`config.mk`:
```
export PLATFORM = sky130hd
export DESIGN_NAME = gmdm_div
export DESIGN_NICKNAME = d
export VERILOG_FILES = /design/src/design/gmdm_pkg.sv /design/src/design/gmdm_div.sv
export SDC_FILE = /design/constraint.sdc
export NUM_CORES = 1
export LEC_CHECK = 0
export ABC_CLOCK_PERIOD_IN_PS = 2600
export BUFFER_PORTS_ARGS = -buffer_cell sky130_fd_sc_hd__buf_2
export CORE_ASPECT_RATIO = 0.7
export CORE_MARGIN = 5
export CORE_UTILIZATION = 57
export CTS_CLUSTER_SIZE = 8
export DETAILED_ROUTE_END_ITERATION = 12
export MAX_ROUTING_LAYER = met4
export PLACE_DENSITY = 0.8
export RECOVER_POWER = 50
export SLEW_MARGIN = 20
export SYNTH_ARGS = -nofsm -noshare
export SYNTH_HDL_FRONTEND = slang
export SYNTH_SLANG_ARGS = --single-unit
export TNS_END_PERCENT = 100
```
`constraint.sdc`:
```
create_clock -name clk -period 2.6 [get_ports clk]
set_input_delay 0.65 -clock clk [delete_from_list [all_inputs] [get_ports clk]]
set_output_delay 0.65 -clock clk [all_outputs]
set_load 0.03 [all_outputs]
```
`src/design/gmdm_pkg.sv`:
```
// Shared constants and types for the grid masked depth mean block.
package gmdm_pkg;

  // Grid and cell geometry limits
  localparam int unsigned MAX_GRID_DIV = 8;
  localparam int unsigned MAX_CELL_DIM = 1024;
  localparam int unsigned NCELLS       = MAX_GRID_DIV * MAX_GRID_DIV;
  localparam int unsigned CELL_AW      = $clog2(NCELLS);

  // Field widths
  localparam int unsigned DEPTH_W = 16;
  localparam int unsigned SUM_W   = 36;
  localparam int unsigned CNT_W   = 21;
  localparam int unsigned FRAC_W  = 8;
  localparam int unsigned MEAN_W  = 24;
  localparam int unsigned DVD_W   = SUM_W + FRAC_W;
  localparam int unsigned STEP_W  = $clog2(DVD_W);
  localparam int unsigned ENTRY_W = SUM_W + CNT_W;

  // Configuration register indexes
  typedef enum logic [2:0] {
    REG_GRID_DIV        = 3'd0,
    REG_CELL_WIDTH      = 3'd1,
    REG_CELL_HEIGHT     = 3'd2,
    REG_VALID_THRESHOLD = 3'd3,
    REG_FRAMES_NEEDED   = 3'd4
  } reg_index_t;

  // Divider status toward the sequencer
  typedef struct packed {
    logic busy;
    logic done;
  } div_stat_t;

endpackage

```
`src/design/gmdm_div.sv`:
```
// Restoring divider, one quotient bit per cycle, keeps the low quotient bits.
module gmdm_div
  import gmdm_pkg::*;
(
  input  logic              clk,
  input  logic              rst_n,
  input  logic              start,
  input  logic [DVD_W-1:0]  dividend,
  input  logic [CNT_W-1:0]  divisor,
  output logic [MEAN_W-1:0] quotient,
  output div_stat_t         stat
);

  logic              busy_r;
  logic              done_r;
  logic [STEP_W-1:0] step_r;
  logic [DVD_W-1:0]  dvd_r;
  logic [CNT_W-1:0]  dsr_r;
  logic [CNT_W-1:0]  rem_r;
  logic [MEAN_W-1:0] quo_r;

  logic [CNT_W:0]    shifted;
  logic [CNT_W+1:0]  diff;
  logic              ge;
  logic [CNT_W-1:0]  rem_nxt;

  // trial subtract of the shifted partial remainder
  always_comb begin
    shifted = {rem_r, dvd_r[DVD_W-1]};
    diff    = {1'b0, shifted} - {2'b00, dsr_r};
    ge      = ~diff[CNT_W+1];
    rem_nxt = ge ? diff[CNT_W-1:0] : shifted[CNT_W-1:0];
  end

  // control
  always_ff @(posedge clk) begin
    if (!rst_n) begin
      busy_r <= 1'b0;
      done_r <= 1'b0;
      step_r <= '0;
    end else begin
      done_r <= 1'b0;
      if (start) begin
        busy_r <= 1'b1;
        step_r <= STEP_W'(DVD_W - 1);
      end else if (busy_r) begin
        if (step_r == '0) begin
          busy_r <= 1'b0;
          done_r <= 1'b1;
        end else begin
          step_r <= step_r - 1'b1;
        end
      end
    end
  end

  // datapath
  always_ff @(posedge clk) begin
    if (start) begin
      dvd_r <= dividend;
      dsr_r <= divisor;
      rem_r <= '0;
      quo_r <= '0;
    end else if (busy_r) begin
      dvd_r <= {dvd_r[DVD_W-2:0], 1'b0};
      rem_r <= rem_nxt;
      quo_r <= {quo_r[MEAN_W-2:0], ge};
    end
  end

  assign quotient  = quo_r;
  assign stat.busy = busy_r;
  assign stat.done = done_r;

endmodule

```
### Word level (Yosys, flattened, before mapping)

Index checks and enable logic that the tools add are counted.

| word-level totals | value |
|---|---|
| register bits | 118 |
| word-level logic and storage cells | 31 |
| output and inout bits | 26 |

| operators by class | value |
|---|---|
| mux-type cells | 10 |
| add/subtract/negate cells | 2 |
| reductions and logical operators | 6 |
| equal/unequal tests | 1 |
| bitwise logic cells | 4 |

Operators by type and width:

| kind | number |
|---|---|
| two-way mux 44 bit | 2 |
| subtractor 22 x 21 -> 23 bit | 1 |
| two-way mux 21 bit | 1 |
| two-way mux 6 bit | 3 |
| zero test 6 bit | 1 |
| subtractor 6 x 1 -> 6 bit, second input constant | 1 |
| two-way mux 1 bit | 4 |
| NOT 1 bit | 4 |
| AND reduction 2 bit | 2 |
| OR reduction 3 bit | 1 |
| inequality test 2 bit, second input constant | 1 |
| nonzero test 2 bit | 1 |
| OR reduction 2 bit | 1 |

### Longest topological paths before layout

| logic depth | value |
|---|---|
| word-level depth | 4 |
| mapped depth | 11 |
| depth with buffers taken out | 10 |

### Least setup slack after synthesis

Ideal clock, no wire load.

| timing | value |
|---|---|
| path kind | flip-flop to flip-flop |
| start point | reg dvd_r[43] |
| end point | reg rem_r[1] |
| cell stages (with the launch flop) | 12 |
| required time | 2512 ps |
| clock period less this slack | 2388 ps |
| path slack | 212 ps |
| data arrival time | 2300 ps |
| cell sequence | edfxtp_1 > inv_1 > ha_1 > inv_1 > fa_1 > a211oi_1 > o21ai_1 > a211oi_4 > a22o_4 > buf_6 > nand2_1 > a311oi_2 |

| on the way | value |
|---|---|
| cells in the longest elaborated chain, start to end | 2 |

Ends and longest elaborated chain:

| what | RTL line | text |
|---|---|---|
| start, declared | gmdm_div.sv:17 | `logic [DVD_W-1:0] dvd_r;` |
| start signal, assigned | gmdm_div.sv:60 | `dvd_r <= dividend;` |
| start signal, assigned | gmdm_div.sv:65 | `dvd_r <= {dvd_r[DVD_W-2:0], 1'b0};` |
| subtractor 22 x 21 -> 23 bit | gmdm_div.sv:30 | `diff = {1'b0, shifted} - {2'b00, dsr_r};` |
| two-way mux 21 bit | gmdm_div.sv:32 | `rem_nxt = ge ? diff[CNT_W-1:0] : shifted[CNT_W-1:0];` |
| end signal, assigned | gmdm_div.sv:66 | `rem_r <= rem_nxt;` |
| end, declared | gmdm_div.sv:19 | `logic [CNT_W-1:0] rem_r;` |

No other way between the ends.
A chain may end at the register's enable or synchronous reset.

### Worst setup path after layout

| timing | value |
|---|---|
| start point | reg dvd_r[43] |
| end point | reg rem_r[9] |

The elaborated chain is that of the path after synthesis.

==> results by group <==
Run status
  • Status: completed

Route
  • Detailed-route wire length per cell: 17.8 um
  • Initial DRC count: 366
  • Antenna Nets Post-Route: 0
  • Drt via density: 5.76
  • Routed WL: 14.0 mm
  • DR vias: 4521
  • Drt pass-1 iters: 6
  • Residual DRC: 0

Logic synthesis
  • Number of synthesized flops with an enable pin: 65
  • Synth cell count leaders: edfxtp_1, dfxtp_1, nor2_1
  • Seq/Total Area, Yosys: 0.511
  • Synth cell types: 57
  • Synth Instances: 531
  • Asr flop ratio synth: 0
  • Area share of the largest cell type after synthesis: 0.331
  • Largest area contributor in the netlist: edfxtp_1
  • Top-count cell post-synth: edfxtp_1
  • Main synth FF type: edfxtp_1
  • Syn_area_per_cell: 11.1 um^2
  • Area contributors post-synth: edfxtp_1, dfxtp_1, mux2_2
  • Netlist Area Pre-Place: 0.00590 mm^2
  • Yosys reg bits: 118
  • Yosys warns: 0
  • Net Count, Synth: just over 600

Setup path
  • Crit Reg-Reg Startpoint: dvd_r[43]
  • Reg2Reg Setup Slack: 30 ps
  • WP data required: 2910 ps
  • CP max FO: 8
  • Worst r2r path cells: 10
  • R2R Path End: rem_r[9]
  • CP arrival: approximately 2900 ps
  • Kind of critical path: reg2reg
  • Crit. End Element: flop
  • Crit start category: flop

Pwr
  • Switching part of the total: 0.243
  • Seq pwr share: 0.420
  • Combinational power share: 0.123
  • Clock share of power: 0.457
  • Cell-internal power: 3.89 mW
  • Power per cell area: 712 mW/mm^2
  • Total power: 5.15 mW
  • Net load switching power: 1.25 mW
  • Peak VDD IR: 0.588 mV
  • Leakage: 3.00 nW

Clock network
  • Root buf cell: clkbuf_16
  • Hold Buf Count CTS: 0
  • Clk Latency, worst-skew pair: between 400 and 500 ps
  • CTS buffer count: 17
  • CTS tree: done
  • Bufs on Longest Clock Path: 2
  • Clk pin slew, worst setup/hold paths: 60 ps
  • Clock sink count: about 120
  • H-tree levels: 4

Floorplanning
  • Die width: 132 um
  • Die ar.: roughly 0.013 mm^2
  • Core Rows: 31
  • IO Pins: 94
  • Die Ht: 95.1 um
  • Initial core utilization: 0.576
  • Core Area: 0.0102 mm^2

Min path
  • Hold path endpoint: dsr_r[15]
  • Hold path depth: 1
  • Hold Crit Class: in2reg
  • Hold Crit Start: divisor[15]

Placement
  • Routability congestion estimate: 0.960
  • # placed instances: 744
  • Cell Area, Placed: 0.00656 mm^2
  • DP HPWL: slightly above 9 mm
  • Buffers on Ports: 93

Finish
  • Fill count: 727
  • Ratio of cells with drive above 1 in the final layout: 0.336
  • Final Non-Filler Cells: 785
  • Final net count: between 700 and 800
  • Layout area overhead: 22.5%
  • Core Util, Final: 0.706
  • Fin area: 0.00722 mm^2

STA
  • Final Max Tran Viols: 0
  • Final period utilization: 0.988
  • Max Freq: around 390 MHz
  • Final hold violations: 0
  • Final setup vio count: 0
  • Slew @ Worst Pin: between 1000 and 1500 ps
  • Crit path time final: 2570 ps
  • RSZ-0062 raised after global routing: true
  • Worst slew margin: 0.223
  • Post-Route Skew: 7.16 ps
  • Hold slack: 413 ps

Flow run
  • Max Cap Viol: 0

GRT
  • Initial antenna violation count: 2
  • First-pass GRT wire length: 22.2 mm
  • Largest net degree at the start of global routing: 47
  • GRT Total Usage: 0.230
  • Vias in the first global route: 4519
  • Total congestion overflow: 0
[final cells by class]
| class | instances | area [um^2] | share of cell area |
|---|---|---|---|
| well taps | 132 | 165 | 0.0229 |
| repair buffers | 117 | 666 | 0.0921 |
| clock inverters | 13 | 156 | 0.0216 |
| multi-input cells | 355 | 2680 | 0.371 |
| flip-flops and latches | 118 | 3010 | 0.417 |
| diodes | 2 | 5.00 | 0.000693 |
| inverters | 29 | 109 | 0.0151 |
| clock buffers | 19 | 433 | 0.0599 |
[layout by cell type (no fill, tap or decap), types with 8 or more instances in the layout]
cell type	netlist	layout
a21oi_1	25	25
buf_2	8	92
buf_4	2	21
clkbuf_16	0	17
dfxtp_1	53	53
edfxtp_1	65	65
ha_1	23	22
inv_1	29	27
mux2_2	43	43
mux2i_1	24	24
nand2_1	39	37
nand2_2	6	8
nand3_1	19	19
nor2_1	49	49
o21a_1	9	9
o21ai_0	9	9
o21ai_1	10	9
xnor2_1	13	13
[how the worst max path moves through the flow]
stage | from | endpoint
CTS | dvd_r[43] | rem_r[3]
global route | dvd_r[43] | rem_r[9]
global placement | dvd_r[43] | rem_r[3]
finish | dvd_r[43] | rem_r[9]
floorplan | dvd_r[43] | rem_r[1]
detailed placement | dvd_r[43] | rem_r[9]
[critical path, stage by stage (launching register included)]
cell and delay, ps:
edfxtp_1 370, inv_2 80, ha_4 120, inv_2 40
fa_2 420, a211oi_2 290, o21ai_2 130, a211oi_4 390
a22o_4 260, nand2_1 110, a311oi_2 260
[per-layer routing]
layer  track usage  vias to the layer above  share of wire
met5             -                        -              0
met4        0.0719                        0          0.016
met3        0.0754                       26          0.096
met2         0.356                      186           0.47
met1         0.289                     2159           0.42
li1              -                     2150              -
[flip-flops by register name (all words and copies together), names as in the netlist]
| register | count |
|---|---|
| busy_r | 1 |
| done_r | 1 |
| dsr_r | 21 |
| dvd_r | 44 |
| quotient | 24 |
| rem_r | 21 |
| step_r | 6 |
[power groups by stage]
stage | registers, mW | logic [mW] | clock network (mW)
after floorplan | 2.19 | 0.427 | 0
after global placement | 2.19 | 0.583 | 0
after detailed placement | 2.20 | 0.605 | 0
after CTS | 2.16 | 0.617 | 2.36
after global routing | 2.17 | 0.693 | 2.46
final | 2.16 | 0.633 | 2.35
[through the flow]
stage | TNS, ps | setup WS, ps
finish | 0 | 31.4
global route | -1020 | -111
CTS | 0 | 13.5
detailed placement | 0 | 4.80
global placement | 0 | 77.7
floorplan | 0 | 212
[cell families after synthesis]
| family | synth area share |
|---|---|
| XOR/XNOR | 0.0297 |
| AO/OA/AOI/OAI | 0.133 |
| buffers and inverters | 0.0437 |
| multiplexers | 0.123 |
| adder cells (fa/ha/maj) | 0.0522 |
| AND/OR/NAND/NOR | 0.107 |
| flip-flops | 0.511 |
[repair_timing]
item,CTS,global route
gates cloned,1,1
resized for setup,1,8
setup endpoints to repair,3,22
buffers inserted,0,5
pin swaps,1,9
No activity file was read; power rests on OpenSTA's default activity.
