[config.mk]
export PLATFORM = sky130hd
export DESIGN_NAME = gmdm_ram
export DESIGN_NICKNAME = d
export VERILOG_FILES = /design/src/design/gmdm_ram.sv
export SDC_FILE = /design/constraint.sdc
export NUM_CORES = 1
export LEC_CHECK = 0
export BUFFER_PORTS_ARGS = -buffer_cell sky130_fd_sc_hd__buf_2
export CAP_MARGIN = 20
export CORE_ASPECT_RATIO = 1.5
export CORE_MARGIN = 5
export CORE_UTILIZATION = 50
export CTS_CLUSTER_DIAMETER = 100
export DETAILED_ROUTE_END_ITERATION = 7
export PLACE_DENSITY = 0.66
export SLEW_MARGIN = 20
export SYNTH_ARGS = -nofsm -noshare
export SYNTH_HDL_FRONTEND = slang
export SYNTH_SLANG_ARGS = --single-unit
[constraint.sdc]
create_clock -name clk -period 5.3 [get_ports clk]
set_input_delay 1.06 -clock clk [delete_from_list [all_inputs] [get_ports clk]]
set_output_delay 1.06 -clock clk [all_outputs]
set_load 0.01 [all_outputs]
[src/design/gmdm_ram.sv]
// Generic single-write, single-read RAM with registered read data.
module gmdm_ram #(
  parameter int unsigned WIDTH = 8,
  parameter int unsigned DEPTH = 16
) (
  input  logic                     clk,
  input  logic                     we,
  input  logic [$clog2(DEPTH)-1:0] waddr,
  input  logic [WIDTH-1:0]         wdata,
  input  logic [$clog2(DEPTH)-1:0] raddr,
  output logic [WIDTH-1:0]         rdata
);

  logic [WIDTH-1:0] mem_r [DEPTH];
  logic [WIDTH-1:0] rdata_r;

  // write port
  always_ff @(posedge clk) begin
    if (we) begin
      mem_r[waddr] <= wdata;
    end
  end

  // registered read port
  always_ff @(posedge clk) begin
    rdata_r <= mem_r[raddr];
  end

  assign rdata = rdata_r;

endmodule

# Word-level counts from Yosys, hierarchy flattened
# Memory sizes are Yosys's and may differ from the RTL's. A register that Yosys moved wholly into a read port is not among the register bits.
# Cells that the tools add are included.
op_classes:
  n_mux: 2
ops:
  columns: ["operator", "n"]
  rows:
  - ["1-bit two-way mux", 2]
totals:
  memories: 1
  output_inout_bits: 8
  register_bits: 0
  mem_bits_rw: 128
memory_table:
  columns: ["memory", "depth", "word_bits", "rd", "rd_ports_with_merged_regs", "wr", "line_no", "text"]
  rows:
  - ["mem_r", 16, 8, 1, 1, 1, "14", "logic [WIDTH-1:0] mem_r [DEPTH];"]

# Logic depth before layout (Yosys ltp)
# Gate-level depths: netlist (run 1).
logic_depth:
  word_depth: 2
  ltp_mapped: 5
  depth_no_buf: 3

# Least setup slack after synthesis (run 1)
# No wires, ideal clock.
synth_path:
  path_kind: "in2reg"
  from: "input port waddr[2]"
  to: "memory mem_r[0][0] (enable)"
  stages: 2
  slack_ns: 2.747
  arrival_ns: 2.170
  n_path_buf: 0
  cell_sequence: "or3b_2 > nor3_1"
synth_rtl:
  columns: ["item", "line_no", "text"]
  rows:
  - ["start, declared", "8", "input logic [$clog2(DEPTH)-1:0] waddr,"]
  - ["end, declared", "14", null]
# Straight into the memory's write port.

==> metrics.csv, run 1 <==
metric,value,unit
power density over the cells,399,nW/um2
sequential share of the synthesized area,0.778,
total number of vias,2355,
ANT nets after route,0,
CP Data Required Time,5.58,ns
achievable frequency,429,MHz
Initial Utilization,0.511,
#FFs+latches synth,136,
Mapped Area,5150,um2
Area after DPL,5360,um2
total congestion overflow,0,
total track usage,0.169,
maximum VDD drop,0.000242,V
hold path start,mem_r[15][2],
total routed wirelength,9710,um
CP Launch Type,input pin,
drt first pass iters,4,
overall die width,92.8,um
# diodes,0,
DR vias/cell,5.96,
clock skew,0.00835,ns
final instance area,5890,um2
reg2reg start,mem_r[9][1],
CP Max Fanout,32,
max-slew violations,0,
die area,12500,um2
Max Cap Viol,0,
Remaining DRCs,0,
area delta synth->final,14.4,%
WS Path Type,input pin to flop,
hold buffers post-CTS,0,
hold path cells,3,
hold_ws,0.664,ns
I/O pins,26,
post-CTS sizing,0,
vias in the first global route,2514,
PortBufs,25,
CORE AREA,10100,um2
CP arrival,2.61,ns
synth unique cells,19,
CTS buffer count,17,
first-pass GRT wire length,14700,um
worst reg2reg path endpoint,rdata[1],
fin cells,395,
initial antenna violation count,0,
H-tree level count,4,
Worst slew margin,0.352,
Worst-path clk slew,0.06,ns
Worst Tran Pin Value,0.968,ns
gpl congestion,0.735,
crit path time final,2.33,ns
final hold vios,0,
Initial DRC Count,217,
# Post-CTS Setup Buffers,0,
CP endpoint kind,flop,
HPWL after DPL,6020,um
syn_area_per_cell,22.5,um2
final setup fails,0,
TritonCTS Sinks,136,
Leakage,0.00197,uW
die span in y,134,um
Final TNS setup,0,ns
RSZ-0062 raised after global routing,false,
dpl cells,363,
Synth Instances,229,
crit path from,raddr[0],
Rows,45,
outcome,finished clean,
WL/cell,24.6,um
worst reg-to-reg setup slack,3.92,ns
layout cells sized above 1,0.263,
WHS Endpoint,rdata[2],
YS warnings,0,
pin count of the biggest net entering global routing,33,
syn_nets,247,
CTS tree,built,
# fillers,728,
Clock Tree Buf Depth,2,
final clock period utilization by the worst path,0.440,
clock latency on the worst-skew pair,0.41,ns
Worst Reg-to-Reg Cells,3,
clock root buffer master,clkbuf_16,
Min-Delay Path Class,flop to flop,
nets@finish,283,
[routing by layer]
layer	global-route usage	vias to the layer above	share of wire
li1	-	1042	-
met3	0.0533	9	0.054
met2	0.292	83	0.54
met5	0	-	0
met1	0.204	1221	0.39
met4	0.0489	0	0.010
[synth_stat cells (all sizes together)]
cell type | n | share of area
a22oi | 16 | 0.023
and2 | 1 | 0.0012
and2b | 1 | 0.0015
buf | 7 | 0.011
clkdlybuf4s25 | 3 | 0.0058
dfxtp | 8 | 0.031
edfxtp | 128 | 0.75
mux4 | 32 | 0.15
nand2 | 9 | 0.0066
nand2b | 2 | 0.0024
nand3 | 1 | 0.00097
nand3b | 2 | 0.0029
nor2 | 13 | 0.0095
nor2b | 1 | 0.0012
nor3 | 4 | 0.0039
or3b | 1 | 0.0017
[power breakdown]
part           total [uW]  internal [uW]  switching (uW)  leakage, uW
registers            1210           1200            6.52      0.00122
clock network        1030            642             388     0.000263
logic                 107           43.3            64.1     0.000484
[critical path, cell delays in order]
cell,delay (ns)
buf_4,0.49
mux4_1,0.65
a22oi_1,0.29
nand2_1,0.09
[stage by stage]
step / utilization / total power (uW) / setup slack (ns)
2_1_floorplan: - / 1290 / 2.75
3_3_place_gp: 0.531 / 1340 / 2.17
4_1_cts: 0.584 / 2360 / 2.57
3_5_place_dp: 0.532 / 1340 / 2.20
5_1_grt: 0.584 / 2420 / 2.87
6_report: 0.584 / 2350 / 2.97
[worst max-delay path by stage]
stage / endpoint / cells past startpoint
after CTS: rdata[1] / 4
after floorplan: mem_r[0][0] / 2
final: rdata[1] / 4
after detailed placement: rdata[4] / 4
after global routing: rdata[1] / 4
after global placement: mem_r[0][6] / 3
[cells by family (layout without fill, tap and decap cells)]
logic type	after synthesis	count (layout)	share of synthesized area
DFF	136	136	0.778
and+or+nand+nor	35	35	0.0318
muxes	32	32	0.150
AOI/OAI and AO/OA	16	16	0.0233
buffers and inverters	10	59	0.0168
[placed cells by master (no fill, tap or decap)]
master,count
clkinv_2,4
and2b_1,1
nor3_2,2
mux4_2,18
clkbuf_1,6
nand3b_1,2
nand2b_1,2
a22oi_1,16
buf_4,3
clkbuf_16,17
clkbuf_8,4
nor3_1,2
dfxtp_1,8
or3b_2,1
edfxtp_1,128
nor2_1,13
nand2_1,9
buf_2,24
and2_1,1
mux4_1,14
nor2b_1,1
nand3_1,1
clkinv_1,1
[sequential cells by signal (all words and copies together) (netlist names)]
signal and count:
mem_r 128, rdata 8
[area by class of cell]
class                           instances  area [um2]  share of cell area
Clock buffer                           27         503              0.0854
Clock inverter                          5        23.8             0.00404
Multi-Input combinational cell         83        1070               0.181
Sequential cell                       136        4000               0.680
Tap cell                              117         146              0.0249
Timing Repair Buffer                   27         143              0.0242
Power figures use the tool's default switching activity.
==> run 2: changes to the inputs <==
==> constraint.sdc (replaced) <==
create_clock -name clk -period 2.2 [get_ports clk]
set_input_delay 0.44 -clock clk [delete_from_list [all_inputs] [get_ports clk]]
set_output_delay 0.44 -clock clk [all_outputs]
set_load 0.01 [all_outputs]
==> run 2 against run 1 <==
  * Combinational power grew to 2.5 times the previous value
  * Sequential share of layout area shrank 3.2 points
  * Critical endpoint is now rdata[4]
  * Final area grew 4.9%
  * Clock-buffer cell count shrank 8
==> metrics.csv, run 2 (synthesized netlist as in run 1, its figures left out) <==
metric,value,unit,change
Remaining DRCs,0,,unchanged
hold path cells,1,,was 3
pin count of the biggest net entering global routing,33,,unchanged
Initial Utilization,0.511,,unchanged
"commonest cells after routing, fill and taps aside","edfxtp_1, buf_2, buf_4",,"was edfxtp_1, buf_2, mux4_2"
RSZ-0062 raised after global routing,false,,unchanged
CTS buffer count,17,,unchanged
CP Data Required Time,2.48,ns,was 5.58 ns
TritonCTS Sinks,136,,unchanged
achievable frequency,678,MHz,
Worst Reg-to-Reg Cells,3,,unchanged
drt first pass iters,4,,unchanged
hold buffers post-CTS,0,,unchanged
Leakage,0.00213,uW,was 0.00197 uW
die area,12500,um2,unchanged
PortBufs,25,,unchanged
worst reg2reg path endpoint,rdata[4],,was rdata[1]
Initial DRC Count,179,,was 217
gpl congestion,0.777,,was 0.735
outcome,finished clean,,unchanged
WS Path Type,input pin to flop,,unchanged
total routed wirelength,9480,um,was 9710 um
final setup fails,0,,unchanged
met2 Use GR,0.293,,was 0.292
reg2reg start,mem_r[9][4],,was mem_r[9][1]
WHS Endpoint,mem_r[6][6],,was rdata[2]
CP endpoint kind,flop,,unchanged
CP Max Fanout,32,,unchanged
power density over the cells,1000,nW/um2,was 399 nW/um2
Clock Tree Buf Depth,2,,unchanged
CTS tree,built,,unchanged
area delta synth->final,20.0,%,was 14.4%
total number of vias,2405,,was 2355
I/O pins,26,,unchanged
layer with the highest usage,met2,,unchanged
final clock period utilization by the worst path,0.670,,
maximum VDD drop,0.000659,V,was 0.000242 V
final hold vios,0,,unchanged
crit path time final,1.47,ns,
DR vias/cell,5.78,,was 5.96
Rows,45,,unchanged
post-CTS sizing,0,,unchanged
hold path start,wdata[6],,was mem_r[15][2]
ANT nets after route,0,,unchanged
post-layout util,0.613,,was 0.584
Largest register FFs,128,,unchanged
nets@finish,304,,was 283
Pwr Total,6200,uW,was 2350 uW
largest register by flop count,mem_r,,unchanged
Min-Delay Path Class,input pin to flop,,was flop to flop
total congestion overflow,0,,unchanged
Worst-path clk slew,0.05,ns,was 0.06 ns
Final TNS setup,0,ns,unchanged
total track usage,0.170,,was 0.169
first-pass GRT wire length,15000,um,was 14700 um
# diodes,0,,unchanged
worst reg-to-reg setup slack,0.83,ns,was 3.92 ns
initial antenna violation count,0,,unchanged
clock root buffer master,clkbuf_16,,unchanged
max-slew violations,0,,unchanged
H-tree level count,4,,unchanged
met1 Use GR,0.202,,was 0.204
layout cells sized above 1,0.328,,was 0.263
vias in the first global route,2622,,was 2514
clock latency on the worst-skew pair,0.40,ns,was 0.41 ns
die span in y,134,um,unchanged
Worst Tran Pin Value,0.449,ns,was 0.968 ns
overall die width,92.8,um,unchanged
WL/cell,22.8,um,was 24.6 um
"commonest non-fill, non-tap cell in the layout",edfxtp_1,,unchanged
# Post-CTS Setup Buffers,0,,unchanged
# fillers,691,,was 728
CP Launch Type,input pin,,unchanged
HPWL after DPL,6140,um,was 6020 um
clock skew,0.00905,ns,was 0.00835 ns
GRT met3 Usage,0.0527,,was 0.0533
CORE AREA,10100,um2,unchanged
CP arrival,1.75,ns,was 2.61 ns
Max Cap Viol,0,,unchanged
Worst slew margin,0.700,,was 0.352
run 2: cell count changes in the layout (fill, tap and decap cells not counted), moves of 3 or more:
cell | previous run | this run
clkinvlp_4 | 0 | 3
bufinv_16 | 0 | 5
buf_4 | 3 | 21
clkbuf_8 | 4 | 1
clkbuf_1 | 6 | 1
run 2: report_power, final:
| part | total, uW | internal [uW] | switching (uW) |
|---|---|---|---|
| clock network | 3010 | 2030 | 981 |
| registers | 2910 | 2900 | 16.8 |
| logic | 271 | 119 | 152 |
run 2: cell type report:
type                            count  area (um2)  share of cell area
Sequential cell                   136        4000               0.648
Clock buffer                       19         443              0.0717
Tap cell                          117         146              0.0237
Multi-Input combinational cell     83        1060               0.171
Clock inverter                     13         201              0.0326
Timing Repair Buffer               48         323              0.0523
run 2: how the worst max path moves through the flow:
stage                     depth (start not counted)  slack, ns          end     start
after floorplan                                   2       0.27  mem_r[0][0]  waddr[2]
after global placement                            5       0.31     rdata[0]  raddr[0]
after detailed placement                          5       0.31     rdata[2]  raddr[0]
after CTS                                         5       0.71     rdata[4]  raddr[0]
after global routing                              5       0.64     rdata[5]  raddr[0]
final                                             5       0.73     rdata[4]  raddr[0]
run 2: layer usage:
metal,routed length (um),up-vias,share of wire
met5,0,-,0
met4,127,0,0.013
met3,455,8,0.048
met2,5200,82,0.55
met1,3700,1230,0.39
li1,-,1085,-
run 2: stage by stage:
| step | cells | setup slack (ns) | instance area [um2] | hold slack [ns] |
|---|---|---|---|---|
| 3_3_place_gp | 384 | 0.312 | 5530 | 0.653 |
| 5_1_grt | 416 | 0.641 | 6170 | 0.415 |
| 4_1_cts | 416 | 0.706 | 6170 | 0.406 |
| 3_5_place_dp | 384 | 0.312 | 5530 | 0.660 |
| 2_1_floorplan | 229 | 0.267 | 5150 | 0.539 |
| 6_report | 416 | 0.726 | 6170 | 0.415 |
run 2: critical path, cell delays in order:
cell and delay, ns:
buf_2 0.10, buf_12 0.25, mux4_1 0.63, a22oi_1 0.23
nand2_1 0.09
==> run 3: changes to the inputs <==
--- a/config.mk
+++ b/config.mk
@@ -5,6 +5,7 @@
 export SDC_FILE = /design/constraint.sdc
 export NUM_CORES = 1
 export LEC_CHECK = 0
+export ABC_AREA = 1
 export BUFFER_PORTS_ARGS = -buffer_cell sky130_fd_sc_hd__buf_2
 export CAP_MARGIN = 20
 export CORE_ASPECT_RATIO = 1.5
@@ -12,7 +13,7 @@
 export CORE_UTILIZATION = 50
 export CTS_CLUSTER_DIAMETER = 100
 export DETAILED_ROUTE_END_ITERATION = 7
-export PLACE_DENSITY = 0.66
+export PLACE_DENSITY = 0.69
 export SLEW_MARGIN = 20
 export SYNTH_ARGS = -nofsm -noshare
 export SYNTH_HDL_FRONTEND = slang
==> constraint.sdc (replaced) <==
create_clock -name clk -period 1.3 [get_ports clk]
set_input_delay 0.26 -clock clk [delete_from_list [all_inputs] [get_ports clk]]
set_output_delay 0.26 -clock clk [all_outputs]
set_load 0.01 [all_outputs]
==> run 3 against run 2 <==
  * Cell count grew 84%
  * Worst hold slack worse by 0.21 ns
  * Combinational power grew 140%
  * Synthesized cell count rose by 140%
  * First-iteration DRC count rose by 61%
  * Final area is 11% higher
  * Largest cell class unchanged
==> metrics.csv, run 3 <==
metric,value,unit,change
final instance area,6840,um2,was 6170 um2
Final WS setup,0.0827,ns,was 0.726 ns
DR vias/cell,5.05,,was 5.78
CP Buf/Inv Count,1,,was 2
Leakage,0.00300,uW,was 0.00213 uW
sequential share of the synthesized area,0.694,,was 0.778
RSZ-0062 raised after global routing,false,,unchanged
Metal-1 WL,4950,um,was 3700 um
syn_nets,569,,was 247
fin cells,765,,was 416
main area contributors after synthesis,"edfxtp_1, nand2_1, nand3_1",,"was edfxtp_1, mux4_2, mux4_1"
Min-Delay Path Class,input pin to flop,,unchanged
Synth Instances,551,,was 229
PortBufs,25,,unchanged
CP Max Fanout,1,,was 32
YS warnings,0,,unchanged
slowest CP cell,dfxtp_1,,was mux4_1
dpl cells,733,,was 384
Commonest cells post-synth,"nand2_1, edfxtp_1, inv_1",,"was edfxtp_1, mux4_2, a22oi_1"
clock root buffer master,clkbuf_16,,unchanged
pin count of the biggest net entering global routing,32,,was 33
WL/cell,16.9,um,was 22.8 um
total track usage,0.199,,was 0.170
"slowest stage delay, CP",0.39,ns,was 0.63 ns
ys flop type,edfxtp_1,,unchanged
Worst-path clk slew,0.06,ns,was 0.05 ns
drt first pass iters,6,,was 4
I/O pins,26,,unchanged
outcome,finished clean,,unchanged
highest metal used,met4,,unchanged
post-layout util,0.599,,was 0.613
"commonest cells after routing, fill and taps aside","nand2_1, edfxtp_1, inv_1",,"was edfxtp_1, buf_2, buf_4"
# diodes,0,,unchanged
Worst Tran Pin Value,0.371,ns,was 0.449 ns
nets@finish,620,,was 304
CP Launch Type,flop,,was input pin
synth unique cells,12,,was 19
die area,13800,um2,was 12500 um2
met2 wire length,6880,um,was 5200 um
CP endpoint kind,primary output,,was flop
H-tree level count,4,,unchanged
Rows,48,,was 45
Clock Tree Buf Depth,2,,unchanged
# fillers,921,,was 691
most frequent cell after synthesis,nand2_1,,was edfxtp_1
final clock period utilization by the worst path,0.936,,
final hold vios,0,,unchanged
clock latency on the worst-skew pair,0.41,ns,was 0.40 ns
Largest register FFs,128,,unchanged
CORE AREA,11400,um2,was 10100 um2
achievable frequency,821,MHz,
Remaining DRCs,0,,unchanged
syn_area_per_cell,10.5,um2,was 22.5 um2
HPWL after DPL,8580,um,was 6140 um
Area after DPL,6220,um2,was 5530 um2
"critical path, cell by cell",buf_2,,was buf_2 > buf_12 > mux4_1 > a22oi_1 > nand2_1
post-CTS sizing,0,,unchanged
CP Data Required Time,1.04,ns,was 2.48 ns
final setup fails,0,,unchanged
total number of vias,3866,,was 2405
power density over the cells,1530,nW/um2,was 1000 nW/um2
Initial DRC Count,288,,was 179
Synth top area share,0.667,,was 0.747
area delta synth->final,18.6,%,was 20.0%
asr flop ratio synth,0,,unchanged
Post-synth EDFFs,128,,unchanged
Max Cap Viol,0,,unchanged
total routed wirelength,12900,um,was 9480 um
CTS tree,built,,unchanged
ANT nets after route,0,,unchanged
CP arrival,0.96,ns,was 1.75 ns
TritonCTS Sinks,136,,unchanged
initial antenna violation count,0,,unchanged
DP Worst Slack,-0.0981,ns,was 0.312 ns
hold buffers post-CTS,0,,unchanged
overall die width,97.7,um,was 92.8 um
largest register by flop count,mem_r,,unchanged
Mapped Area,5770,um2,was 5150 um2
maximum VDD drop,0.00105,V,was 0.000659 V
Worst slew margin,0.753,,was 0.700
"commonest non-fill, non-tap cell in the layout",nand2_1,,was edfxtp_1
CP top delay family,flip-flops,,was multiplexers
# Post-CTS Setup Buffers,0,,unchanged
crit path time final,1.22,ns,
layout cells sized above 1,0.145,,was 0.328
Pwr Total,10500,uW,was 6200 uW
die span in y,142,um,was 134 um
max-slew violations,0,,unchanged
total congestion overflow,0,,unchanged
CTS buffer count,17,,unchanged
Initial Utilization,0.505,,was 0.511
first-pass GRT wire length,20600,um,was 15000 um
vias in the first global route,3896,,was 2622
clock skew,0.00597,ns,was 0.00905 ns
#FFs+latches synth,136,,unchanged
WS Path Type,flop to primary output,,was input pin to flop
"area leader, netlist",edfxtp_1,,unchanged
gpl congestion,0.850,,was 0.777
WL met3,574,um,was 455 um
## run 3: cell type report
| cell class | instances | area [um2] | area share |
|---|---|---|---|
| clock buffers | 21 | 470 | 0.0688 |
| multi-input cells | 289 | 1210 | 0.178 |
| flip-flops and latches | 136 | 4000 | 0.586 |
| repair buffers | 56 | 433 | 0.0633 |
| clock inverters | 11 | 145 | 0.0212 |
| inverters | 102 | 383 | 0.0560 |
| well taps | 150 | 188 | 0.0275 |
## run 3: per-layer routing
metal / track usage / vias up
met5: 0 / -
li1: - / 1877
met4: 0.115 / 0
met3: 0.0389 / 31
met1: 0.221 / 1835
met2: 0.354 / 123
## run 3: cell families after synthesis
group                  Yosys count  share of synthesized area
AND/OR/NAND/NOR                289                      0.210
buffers and inverters          126                     0.0952
flip-flops                     136                      0.694
## run 3: metrics by stage
| step | setup TNS (ns) | hold slack, ns |
|---|---|---|
| after floorplan | 0 | 0.359 |
| after global placement | -0.190 | 0.627 |
| after detailed placement | -0.239 | 0.625 |
| after CTS | 0 | 0.195 |
| after global routing | 0 | 0.201 |
| final | 0 | 0.206 |
## run 3: path summary, 6_finish.rpt
| kind | endpoint | startpoint | slack, ns | cells past startpoint |
|---|---|---|---|---|
| worst max-delay path | rdata[4] | rdata[4] | 0.08 | 1 |
| worst max register to register | rdata[1] | mem_r[1][1] | 0.28 | 6 |
| worst min register to register | rdata[2] | mem_r[12][2] | 0.66 | 6 |
| worst min-delay path | rdata[2] | raddr[3] | 0.21 | 3 |
## run 3: power by group
group          switching (uW)  internal (uW)
clock network            1740           3160
registers                33.0           4900
logic                     428            215
